===== src/hdl/b32h_pkg.sv =====
// Shared types and constants for the base32hex stream encoder.
// No dependencies; imported by every module of the encoder.
package b32h_pkg;

    localparam logic [7:0] PAD_CHAR = 8'h3D;
    localparam int unsigned QUEUE_DEPTH = 2;

    // One classified byte: its character codes and its padding count
    typedef struct packed {
        logic [4:0] code0;
        logic [4:0] code1;
        logic [4:0] code2;
        logic [1:0] n_codes;   // 1..3 alphabet characters
        logic [2:0] n_pads;    // 0..6 pad characters
        logic       eom;
    } t_desc;

    // Queue status seen by the front and back
    typedef struct packed {
        logic full;
        logic empty;
    } t_q_status;

    // 5-bit code to lowercase extended-hex ASCII, "0-9a-v"
    function automatic logic [7:0] b32h_char(input logic [4:0] code);
        logic [7:0] c;
        c = {3'b000, code};
        if (code < 5'd10) begin
            b32h_char = c + 8'd48;
        end else begin
            b32h_char = c + 8'd87;
        end
    endfunction

endpackage


===== src/hdl/b32h_queue.sv =====
// Two-entry descriptor queue between the front and back of the encoder.
// Depends on b32h_pkg for t_desc and t_q_status.
module b32h_queue
    import b32h_pkg::*;
(
    input  logic      i_clk,
    input  logic      i_rst_n,
    input  logic      i_push,
    input  t_desc     i_push_desc,
    input  logic      i_pop,
    output t_desc     o_head,
    output t_q_status o_status
);

    t_desc      r_mem [QUEUE_DEPTH];
    logic       r_wr;
    logic       r_rd;
    logic [1:0] r_count;

    // Pointers and fill count
    always_ff @(posedge i_clk) begin
        if (!i_rst_n) begin
            r_wr    <= 1'b0;
            r_rd    <= 1'b0;
            r_count <= 2'd0;
        end else begin
            if (i_push) begin
                r_wr <= ~r_wr;
            end
            if (i_pop) begin
                r_rd <= ~r_rd;
            end
            if (i_push && !i_pop) begin
                r_count <= r_count + 2'd1;
            end else if (i_pop && !i_push) begin
                r_count <= r_count - 2'd1;
            end
        end
    end

    // Entry storage, no reset needed
    always_ff @(posedge i_clk) begin
        if (i_push) begin
            r_mem[r_wr] <= i_push_desc;
        end
    end

    assign o_head         = r_mem[r_rd];
    assign o_status.full  = (r_count == 2'(QUEUE_DEPTH));
    assign o_status.empty = (r_count == 2'd0);

endmodule


===== src/hdl/b32h_front.sv =====
// Front of the encoder: tracks group position and leftover bits and
// turns each byte into a descriptor. Depends on b32h_pkg.
module b32h_front
    import b32h_pkg::*;
(
    input  logic      i_clk,
    input  logic      i_rst_n,
    input  logic      i_valid,
    input  logic [7:0] i_data_byte,
    input  logic      i_end_of_message,
    input  t_q_status i_q_status,
    output logic      o_stall,
    output logic      o_push,
    output t_desc     o_desc
);

    logic [2:0]  r_pos;
    logic [3:0]  r_left;
    logic [2:0]  n_pos;
    logic [3:0]  n_left;

    logic [2:0]  bits_before;
    logic [2:0]  chars_before;
    logic [2:0]  shift;
    logic [11:0] aligned;
    logic [14:0] aligned_x;
    logic [3:0]  bits_after;
    logic        two_chars;
    logic [2:0]  rem;
    logic [1:0]  n_codes;
    logic [3:0]  used;

    // Per-position tables: valid leftover bits and characters already out
    always_comb begin
        unique case (r_pos)
            3'd0:    begin bits_before = 3'd0; chars_before = 3'd0; end
            3'd1:    begin bits_before = 3'd3; chars_before = 3'd1; end
            3'd2:    begin bits_before = 3'd1; chars_before = 3'd3; end
            3'd3:    begin bits_before = 3'd4; chars_before = 3'd4; end
            3'd4:    begin bits_before = 3'd2; chars_before = 3'd6; end
            default: begin bits_before = 3'd0; chars_before = 3'd0; end
        endcase
    end

    // Left-align the valid bits; zero fill gives the partial character
    always_comb begin
        shift      = 3'd4 - bits_before;
        aligned    = {r_left, i_data_byte} << shift;
        aligned_x  = {aligned, 3'b000};
        bits_after = {1'b0, bits_before} + 4'd8;
        two_chars  = (bits_after >= 4'd10);
        rem        = two_chars ? 3'(bits_after - 4'd10) : 3'(bits_after - 4'd5);
        n_codes    = (two_chars ? 2'd2 : 2'd1)
                   + {1'b0, (i_end_of_message && rem != 3'd0)};
        used       = {1'b0, chars_before} + {2'b00, n_codes};
    end

    // Descriptor for the queue
    always_comb begin
        o_desc.code0   = aligned_x[14:10];
        o_desc.code1   = aligned_x[9:5];
        o_desc.code2   = aligned_x[4:0];
        o_desc.n_codes = n_codes;
        o_desc.n_pads  = i_end_of_message ? 3'(4'd8 - used) : 3'd0;
        o_desc.eom     = i_end_of_message;
    end

    // Next group state
    always_comb begin
        if (i_end_of_message) begin
            n_pos  = 3'd0;
            n_left = 4'd0;
        end else begin
            n_pos  = (r_pos == 3'd4) ? 3'd0 : r_pos + 3'd1;
            n_left = i_data_byte[3:0] & 4'((5'd1 << rem) - 5'd1);
        end
    end

    assign o_stall = i_q_status.full;
    assign o_push  = i_valid && !i_q_status.full;

    always_ff @(posedge i_clk) begin
        if (!i_rst_n) begin
            r_pos  <= 3'd0;
            r_left <= 4'd0;
        end else if (o_push) begin
            r_pos  <= n_pos;
            r_left <= n_left;
        end
    end

endmodule


===== src/hdl/b32h_back.sv =====
// Back of the encoder: walks each descriptor one character per cycle
// into the output register while i_stall is low. Depends on b32h_pkg.
module b32h_back
    import b32h_pkg::*;
(
    input  logic       i_clk,
    input  logic       i_rst_n,
    input  t_desc      i_head,
    input  t_q_status  i_q_status,
    input  logic       i_stall,
    output logic       o_pop,
    output logic       o_valid,
    output logic [7:0] o_out_char,
    output logic       o_last_char
);

    logic [2:0] r_idx;
    logic       r_valid;
    logic [7:0] r_char;
    logic       r_last;
    logic [2:0] n_idx;
    logic [7:0] n_char;
    logic [3:0] total;
    logic       desc_done;
    logic       load;

    // Character select for the current index
    always_comb begin
        total     = {2'b00, i_head.n_codes} + {1'b0, i_head.n_pads};
        desc_done = ({1'b0, r_idx} + 4'd1 == total);
        case (r_idx)
            3'd0:    n_char = b32h_char(i_head.code0);
            3'd1:    n_char = (i_head.n_codes > 2'd1) ? b32h_char(i_head.code1) : PAD_CHAR;
            3'd2:    n_char = (i_head.n_codes > 2'd2) ? b32h_char(i_head.code2) : PAD_CHAR;
            default: n_char = PAD_CHAR;
        endcase
        load  = !i_q_status.empty && (!r_valid || !i_stall);
        o_pop = load && desc_done;
        n_idx = desc_done ? 3'd0 : r_idx + 3'd1;
    end

    // Index and output valid
    always_ff @(posedge i_clk) begin
        if (!i_rst_n) begin
            r_idx   <= 3'd0;
            r_valid <= 1'b0;
        end else begin
            if (load) begin
                r_idx   <= n_idx;
                r_valid <= 1'b1;
            end else if (!i_stall) begin
                r_valid <= 1'b0;
            end
        end
    end

    // Output payload
    always_ff @(posedge i_clk) begin
        if (load) begin
            r_char <= n_char;
            r_last <= desc_done && i_head.eom;
        end
    end

    assign o_valid     = r_valid;
    assign o_out_char  = r_char;
    assign o_last_char = r_last;

endmodule


===== src/hdl/base32hex_stream_encoder.sv =====
// Channel  Dir  Handshake          Payload
// input    in   i_valid / o_stall  i_data_byte[7:0], i_end_of_message
// output   out  o_valid / i_stall  o_out_char[7:0], o_last_char
//
// Each byte yields one to eight characters, one character per cycle from
// the back end while i_stall is low; a final byte at group start yields
// eight. The front takes a byte per cycle while the two-entry queue has
// room. Reset is synchronous, active low, and returns to the start of a
// group. An output stall can fill the queue and then stall the input.
//
// Top level of the base32hex stream encoder; depends on b32h_pkg,
// b32h_front, b32h_queue and b32h_back.
module base32hex_stream_encoder
    import b32h_pkg::*;
(
    input  logic       i_clk,
    input  logic       i_rst_n,
    input  logic       i_valid,
    output logic       o_stall,
    input  logic [7:0] i_data_byte,
    input  logic       i_end_of_message,
    output logic       o_valid,
    input  logic       i_stall,
    output logic [7:0] o_out_char,
    output logic       o_last_char
);

    t_desc     push_desc;
    t_desc     head;
    t_q_status q_status;
    logic      push;
    logic      pop;

    b32h_front u_front (
        .i_clk            (i_clk),
        .i_rst_n          (i_rst_n),
        .i_valid          (i_valid),
        .i_data_byte      (i_data_byte),
        .i_end_of_message (i_end_of_message),
        .i_q_status       (q_status),
        .o_stall          (o_stall),
        .o_push           (push),
        .o_desc           (push_desc)
    );

    b32h_queue u_queue (
        .i_clk       (i_clk),
        .i_rst_n     (i_rst_n),
        .i_push      (push),
        .i_push_desc (push_desc),
        .i_pop       (pop),
        .o_head      (head),
        .o_status    (q_status)
    );

    b32h_back u_back (
        .i_clk       (i_clk),
        .i_rst_n     (i_rst_n),
        .i_head      (head),
        .i_q_status  (q_status),
        .i_stall     (i_stall),
        .o_pop       (pop),
        .o_valid     (o_valid),
        .o_out_char  (o_out_char),
        .o_last_char (o_last_char)
    );

endmodule


===== config.mk =====
export PLATFORM = sky130hd
export DESIGN_NAME = base32hex_stream_encoder
export DESIGN_NICKNAME = d
export VERILOG_FILES = /design/src/hdl/b32h_pkg.sv /design/src/hdl/b32h_queue.sv /design/src/hdl/b32h_front.sv /design/src/hdl/b32h_back.sv /design/src/hdl/base32hex_stream_encoder.sv
export SDC_FILE = /design/constraint.sdc
export NUM_CORES = 1
export LEC_CHECK = 0
export CORE_MARGIN = 1
export CORE_UTILIZATION = 25
export DETAILED_ROUTE_END_ITERATION = 8
export DONT_BUFFER_PORTS = 1
export MAX_ROUTING_LAYER = met4
export SYNTH_ARGS = -nofsm -noshare
export SYNTH_HDL_FRONTEND = slang
export SYNTH_SLANG_ARGS = --single-unit

===== constraint.sdc =====
create_clock -name i_clk -period 3.7 [get_ports i_clk]
set_input_delay 0.185 -clock i_clk [delete_from_list [all_inputs] [get_ports i_clk]]
set_output_delay 0.185 -clock i_clk [all_outputs]
set_load 0.03 [all_outputs]

# Word-level counts from Yosys, hierarchy flattened
# Memories as Yosys holds them, arrays and structs flattened. A register that Yosys moved wholly into a read port is not among the register bits.
# Cells that the tools add are included.
# totals
input_bits,13
ramBits,36
memories,1
regBits,24
# classes
order_cmp,6
n_shift,2
addsub,20
muxes,23
bitwise_logic,3
reduce_logical,18
n_eq_ne,9
# memory_table
name,depth,width,read_ports,rd_clocked_by_memory_dff,write_ports,line,text
u_queue.r_mem,2,18,1,1,1,b32h_queue.sv:15,t_desc r_mem [QUEUE_DEPTH];
# op_table
op,count
8-bit 2-to-1 mux,5
5-bit by 7-bit adder with 8-bit output (second input constant),3
3-bit one-hot mux with 4 select lines,2
8-bit one-hot mux with 3 select lines,1
5-bit by 6-bit adder with 7-bit output (second input constant),3
5-bit by 4-bit less-than comparator with 1-bit output (second input constant),3
3-bit 2-to-1 mux,5
12-bit by 3-bit << shifter with 12-bit output,1
3-bit by 2-bit equality test with 1-bit output (second input constant),3
1-bit logical AND,7
3-bit by 1-bit adder with 3-bit output (second input constant),2
3-bit by 1-bit equality test with 1-bit output (second input constant),2
1-bit zero test,6
1-bit 2-to-1 mux,6
2-bit 2-to-1 mux,3
2-bit by 3-bit adder with 4-bit output,1
3-bit by 1-bit adder with 4-bit output (second input constant),1
3-bit by 4-bit adder with 4-bit output (second input constant),1
4-bit AND,1
4-bit equality test,1
4-bit >= comparator (second input constant),1
4-bit 2-to-1 mux,1
1-bit by 3-bit << shifter with 4-bit output (first input constant),1
4-bit by 1-bit subtractor with 4-bit output (second input constant),1
other kinds (19),20

# Logic depth before layout (Yosys ltp)
# Gate-level depths: netlist (run 1).
# depth
depth_word,11
mapped_depth,18
depth_no_buf,17

# By module
# A second synthesis (run 1) with hierarchy kept.
# hier_totals
cells_unflattened,384
hier_area_um2,4100.2
# modules_own_cells
module,instances,seq_area_each_um2,cells_per_inst,area_each_um2
b32h_queue,1,1361.3,87,1726.7
b32h_back,1,320.3,148,1196.1
b32h_front,1,140.1,149,1177.4

# Worst setup path before layout (run 1)
# Ideal clock, no wire load.
# synth_timing
kind,reg2reg
startpoint,register u_front.r_pos[0]
endpoint,memory u_queue.r_mem[0][3] in the netlist's numbering (data pin)
arrival_ns,3.241
slack_ns,0.202
synth_period_minus_slack_ns,3.498
n_path_buf,1
required_ns,3.442
stages_incl_launch_ff,18
path_cell_list,dfxtp_1 inv_1 ha_1 mux2i_1 inv_1 ha_1 clkbuf_1 nand4_1 a22o_1 nand2_1 ha_1 inv_1 ha_1 inv_1 ha_1 xnor2_1 xnor2_1 and2_1
# synth_rtl
item,line,text
"start, declared",b32h_front.sv:17,logic [2:0] r_pos;
"start signal, assigned",b32h_front.sv:87,r_pos <= n_pos;
"end, declared",b32h_queue.sv:15,

==> summary.txt, run 1 <==
Buffering stage count on the worst path with inverters included = 4
Sequential area share after synthesis = 45.0%
CP startpoint kind = flip-flop
Most used cells in the layout excluding fill and tap cells = edfxtp_1, mux2i_1, ha_1
Wire length of the first global-routing pass = 11600 um
Hold Path Class = input pin to flip-flop
Layout net count = 371
Vias after detailed routing = 2403
Post-synth EDFFs = 44
Final critical-path share of the clock period = 92.4%
Power per standard cell area = 800 nW/um2
Run status = completed
Floorplan die width = 123 um
Core box area = 14000 um2
Number of rows created at floorplan = 43
Synth top area share = 36.2%
Top cell type by total area after synthesis = edfxtp_1
Count of final hold-check violations = 0
FFs w/ async S/R, synth = 0%
Max H-tree Level = 3
Post-detailed-route count of antenna-violating nets = 0
Die Outline Area = 15100 um2
Count of state elements after synthesis = 60
HPWL after DPL = 5040 um
Worst-margin pin slew = 0.612 ns
Post-detailed-route via-to-cell ratio = 4.63
Number of global-route vias before repair = 2369
Area of the mapped netlist = 3650 um2
Reported max-cap violation count = 0
RD Place Congestion = 0.837
Final setup skew = 0.00640 ns
Max rail drop VDD = 0.278 mV
Congestion Overflow GR = 0
Req. time, crit path = 3.77 ns
Sort of element at the end of the critical path = flip-flop
Distinct cells, synth = 59
Count of pins over their slew limit = 0
Final count of negative-setup-slack endpoints = 0
Layout fillers = 1407
Maximum fanout encountered on the critical timing path = 5
Core utilization of the finished layout = 30.3%
Type of the setup path with the least slack = flip-flop to flip-flop
Pin count of the biggest net entering global routing = 21
Synth area leaders = edfxtp_1, mux2i_1, dfxtp_1, ha_1, mux2_2
Critical path cell sequence = inv_1 -> ha_1 -> o21ba_2 -> inv_1 -> ha_1 -> nor2b_1 -> o21ai_1 -> a22o_1 -> nand2_1 -> ha_1 -> inv_1 -> ha_1 -> inv_1 -> ha_1 -> xnor2_1 -> xnor2_1 -> and2_1
Starting utilization of the core area = 26.0%
Synthesis Warnings = 0
Synthesized netlist cell count = 323
Longest individual stage delay on the worst path = 0.40 ns
Slowest stage cell, crit path = dfxtp_1
Min Tclk post-route = 3.42 ns
Setup repair after global routing missed its margin = no
Synthesized Nets = 360
Cts bufs inserted = 9
Clk Latency, worst-skew pair = 0.33 ns
Worst slew margin = 59.1%
Arrival time at the worst endpoint = 3.49 ns
Number of antenna violations at the first check in global routing = 0
Number of clock sinks = 60
Static leakage power = 0.00153 uW
TritonCTS clock tree = done
FMAX = 293 MHz
Most frequent CP cell = ha_1
Post-Syn Area per Cell = 11.3 um2
Cell family with the largest share of critical-path delay = adder cells
Clock transition time at the flip-flop clock pins of the worst setup and hold paths = 0.05 ns
Commonest register cell after synthesis = edfxtp_1
Average wire per cell in the routed design = 13.2 um
Most common library cell in the layout ignoring fill and taps = edfxtp_1
Router iterations before antenna repair = 4
I/O pins = 24
Master cell of the clock root buffer = clkbuf_16
Port Buf Inserts = 0
Ratio of cells with drive above 1 in the final layout = 12.7%
DIE HEIGHT = 123 um
Drt drc = 0
Clock Path Buffers = 2
Detailed-route wire length = 6870 um
Relative area change from synthesis to final layout = 16.6%
First-iteration detailed-routing DRC count = 94
Global-route usage over all layers = 10.4%
Number of diodes = 0
Post-route setup TNS = 0 ns
[logic make-up after synthesis]
family / count (synthesis) / share of synthesized area [%]
compound gates: 58 / 11.6
simple gates: 88 / 13.8
xor+xnor: 16 / 3.84
fa+ha+maj: 24 / 8.43
buf+inv: 30 / 4.28
flops: 60 / 45.0
other cells: 2 / 0.206
mux: 45 / 12.9
[repair_timing]
item	in CTS	in global routing
endpoints found under the hold margin	9	0
hold buffers	2	0
setup endpoints to repair	0	2
buffers inserted	0	0
resized for setup	0	3
[per-stage QoR]
step / hold slack (ns) / area [um2] / power (uW) / setup slack [ns] / std cells
floorplan: 0.284 / 3650 / 2150 / 0.202 / 323
global placement: 0.286 / 3860 / 2380 / 0.311 / 501
detailed placement: 0.286 / 3860 / 2410 / 0.142 / 501
CTS: 0.000989 / 4240 / 3440 / 0.112 / 519
global route: 0.00133 / 4250 / 3630 / 0.0173 / 519
finish: 0.0134 / 4250 / 3400 / 0.281 / 519
[registers in the layout, summed over array words and instances (netlist names), named ones only]
register	cells
u_queue.r_mem	36
u_back.o_out_char	7
u_front.r_left	4
u_back.r_idx	3
u_front.r_pos	3
u_queue.r_count	2
u_back.o_last_char	1
u_back.o_valid	1
u_queue.r_rd	1
u_queue.r_wr	1
[cells in the mapped netlist, types with 6 or more instances]
cell type,number
xnor2_1,9
nor2b_1,13
a21oi_1,13
mux2_2,10
nor2_1,16
ha_1,23
o21ai_0,11
nor3b_1,7
nor3_1,6
inv_1,17
and2_1,7
nand2_1,14
mux2i_1,33
xor2_1,7
dfxtp_1,16
edfxtp_1,44
[path summary, 6_finish.rpt]
| kind | cells after the start | endpoint | startpoint | slack, ns |
|---|---|---|---|---|
| setup / recovery | 17 | u_queue.r_mem[0][3]$_DFFE_PP_ | u_front.r_pos[0]$_SDFFE_PN0P_ | 0.28 |
| hold / removal | 2 | u_front.r_left[2]$_SDFFE_PN0P_ | i_rst_n | 0.01 |
| setup reg to reg | 17 | u_queue.r_mem[0][3]$_DFFE_PP_ | u_front.r_pos[0]$_SDFFE_PN0P_ | 0.28 |
| hold reg to reg | 2 | u_queue.r_rd$_SDFFE_PN0P_ | u_queue.r_rd$_SDFFE_PN0P_ | 0.48 |
[cell type report]
cell class,count,area (um2),area share [%]
inverter,17,63.8,1.50
tap,180,225,5.29
timing repair buffer,13,103,2.41
clock inverter,5,124,2.91
multi-input combinational,233,1860,43.8
clock buffer,11,233,5.47
sequential,60,1640,38.6
[power by group]
| part | total [uW] | switching [uW] | internal, uW |
|---|---|---|---|
| combinational | 1240 | 695 | 541 |
| clock | 1010 | 285 | 724 |
| sequential | 1160 | 188 | 971 |
[per-layer routing]
metal | share of wire (%) | track usage (%) | vias to the layer above
li1 | - | - | 1212
met3 | 4.7 | 3.02 | 7
met1 | 50 | 13.3 | 1143
met5 | 0 | - | -
met4 | 1.1 | 3.89 | 0
met2 | 44 | 15.4 | 41
(Power assumes the default switching activity.)
==> run 2: changes to the inputs <==
--- a/config.mk
+++ b/config.mk
@@ -10,6 +10,7 @@
 export DETAILED_ROUTE_END_ITERATION = 8
 export DONT_BUFFER_PORTS = 1
 export MAX_ROUTING_LAYER = met4
+export SKIP_LAST_GASP = 1
 export SYNTH_ARGS = -nofsm -noshare
 export SYNTH_HDL_FRONTEND = slang
 export SYNTH_SLANG_ARGS = --single-unit
==> constraint.sdc (replaced) <==
create_clock -name i_clk -period 3 [get_ports i_clk]
set_input_delay 0.15 -clock i_clk [delete_from_list [all_inputs] [get_ports i_clk]]
set_output_delay 0.15 -clock i_clk [all_outputs]
set_load 0.03 [all_outputs]
==> run 2 against run 1 <==
Sequential power up 23%; critical path depth unchanged; non-clock buffer count up 15; register-to-register slack worse by 0.28 ns.
==> summary.txt, run 2 (synthesis gave the netlist of run 1 again) <==
Run status = completed
Drt drc = 0
Starting utilization of the core area = 26.0%
Congestion Overflow GR = 0
Most used cells in the layout excluding fill and tap cells = edfxtp_1, mux2i_1, buf_4
Longest individual stage delay on the worst path = 0.39 ns
Average wire per cell in the routed design = 13.5 um
Reported max-cap violation count = 0
Power per standard cell area = 891 nW/um2
Count of pins over their slew limit = 0
Clock transition time at the flip-flop clock pins of the worst setup and hold paths = 0.05 ns
Pin count of the biggest net entering global routing = 21
Most common library cell in the layout ignoring fill and taps = edfxtp_1
Highest signal layer in the routed design = met4
Count of final hold-check violations = 0
Port Buf Inserts = 0
Layout net count = 386
TritonCTS clock tree = done
Clock share of power = 22.0%
Most frequent CP cell = ha_4
Critical path cell sequence = inv_4 -> ha_4 -> mux2i_4 -> inv_2 -> ha_4 -> nor3b_2 -> o21ai_2 -> a22o_1 -> nand2_1 -> ha_2 -> inv_2 -> ha_4 -> inv_2 -> ha_4 -> xnor2_2 -> xnor2_1 -> and2_1
First-iteration detailed-routing DRC count = 127
Buffering stage count on the worst path with inverters included = 4
Wire length of the first global-routing pass = 12300 um
Static leakage power = 0.00157 uW
CP startpoint kind = flip-flop
Core box area = 14000 um2
Post-route setup TNS = 0 ns
Post-detailed-route count of antenna-violating nets = 0
Routed length on met3 = 314 um
Hold Path Class = input pin to flip-flop
Number of flip-flops under the largest register name = 36
Master cell of the clock root buffer = clkbuf_16
Maximum fanout encountered on the critical timing path = 5
Routed length on met2 = 3320 um
Worst slew margin = 58.7%
Max rail drop VDD = 0.288 mV
Slowest stage cell, crit path = dfxtp_4
Die Outline Area = 15100 um2
Post-detailed-route via-to-cell ratio = 4.65
I/O pins = 24
Internal power contribution = 2520 uW
DIE HEIGHT = 123 um
Final count of negative-setup-slack endpoints = 0
Detailed-route wire length = 7220 um
Register bank with the most flops = u_queue.r_mem
RD Place Congestion = 0.844
Vias after detailed routing = 2482
Cts bufs inserted = 9
Arrival time at the worst endpoint = 3.06 ns
Post-Place Cells = 508
Part of the power in registers = 35.9%
Layout fillers = 1393
Sort of element at the end of the critical path = flip-flop
HPWL after DPL = 5350 um
Final setup skew = 0.00884 ns
Setup repair after global routing missed its margin = yes
FMAX = 334 MHz
Global-route usage over all layers = 11.1%
Floorplan die width = 123 um
Share of total power consumed by net switching = 36.7%
Ratio of cells with drive above 1 in the final layout = 24.3%
Placement Cell Area = 4080 um2
Number of antenna violations at the first check in global routing = 0
Number of rows created at floorplan = 43
Clock Path Buffers = 2
Final instance count without filler cells = 534
Switching power = 1460 uW
Cell family with the largest share of critical-path delay = adder cells
Number of clock sinks = 60
Worst-margin pin slew = 0.617 ns
Number of global-route vias before repair = 2513
Routed length on met1 = 3460 um
Max H-tree Level = 3
Min Tclk post-route = 3.00 ns
Combinational fraction of design power = 42.1%
Req. time, crit path = 3.07 ns
Type of the setup path with the least slack = flip-flop to flip-flop
Final critical-path share of the clock period = 99.9%
Number of diodes = 0
Clk Latency, worst-skew pair = 0.32 ns
Relative area change from synthesis to final layout = 22.5%
Router iterations before antenna repair = 4
Post-Layout Inst Area = 4470 um2
[run 2: changes by cell type in the layout (fill, tap and decap cells not counted), moves of 3 or more]
cell / previous run / this run
ha_2: 0 / 3
buf_4: 11 / 23
inv_2: 0 / 6
ha_1: 23 / 10
inv_1: 17 / 9
dfxtp_1: 16 / 12
bufinv_16: 4 / 0
dfxtp_4: 0 / 3
ha_4: 0 / 10
[run 2: area by class of cell]
class	instances	area [um2]	share of cell area [%]
multi-input cells	233	2040	45.7
flip-flops and latches	60	1650	37.0
clock buffers	12	236	5.29
well taps	180	225	5.04
repair buffers	28	224	5.01
inverters	17	71.3	1.59
clock inverters	4	17.5	0.392
[run 2: timing repair]
| item | in CTS | in global routing |
|---|---|---|
| pin swaps | 2 | 10 |
| buffers inserted | 3 | 3 |
| hold buffers | 4 | 0 |
| gates resized for setup | 6 | 13 |
| setup endpoints to repair | 2 | 5 |
| endpoints found under the hold margin | 17 | 0 |
[run 2: layer usage]
layer,GRT usage [%],up-vias
met5,-,-
met4,4.88,0
met3,3.25,8
met2,16.6,45
met1,13.7,1185
li1,-,1244
[run 2: worst reg2reg max path, stage by stage, from the launching register on]
cell and delay [ns]:
dfxtp_4 0.39, inv_4 0.06, ha_4 0.17, mux2i_4 0.17, inv_2 0.11, ha_4 0.18, nor3b_2 0.19, o21ai_2 0.10
a22o_1 0.23, nand2_1 0.08, ha_2 0.17, inv_2 0.05, ha_4 0.25, inv_2 0.04, ha_4 0.15, xnor2_2 0.13
xnor2_1 0.12, and2_1 0.16
[run 2: final timing paths]
kind / start / slack, ns / cells after the start / endpoint
hold / removal: i_data_byte[0] / 0.02 / 2 / u_front.r_left[0]$_SDFFE_PN0P_
setup / recovery: u_front.r_pos[0]$_SDFFE_PN0P_ / 0.002 / 17 / u_queue.r_mem[1][3]$_DFFE_PP_
setup reg to reg: u_front.r_pos[0]$_SDFFE_PN0P_ / 0.002 / 17 / u_queue.r_mem[1][3]$_DFFE_PP_
hold reg to reg: u_queue.r_rd$_SDFFE_PN0P_ / 0.48 / 2 / flip-flop
[run 2: power groups by stage]
| stage | sequential (uW) | combinational [uW] | clock [uW] |
|---|---|---|---|
| detailed placement | 1450 | 1630 | 0 |
| global placement | 1440 | 1590 | 0 |
| finish | 1430 | 1680 | 877 |
| global route | 1460 | 1890 | 945 |
| floorplan | 1410 | 1340 | 0 |
| CTS | 1430 | 1670 | 904 |
[run 2: per-stage QoR]
stage / hold slack [ns] / power, uW / worst slack (ns) / utilization (%)
finish: 0.0182 / 3980 / 0.00198 / 31.8
global route: 0.0202 / 4290 / -0.108 / 31.8
CTS: 0.00719 / 4000 / 0.00793 / 31.4
detailed placement: 0.250 / 3080 / -0.0180 / 29.0
global placement: 0.250 / 3040 / 0.0691 / 29.0
floorplan: 0.249 / 2750 / -0.221 / -
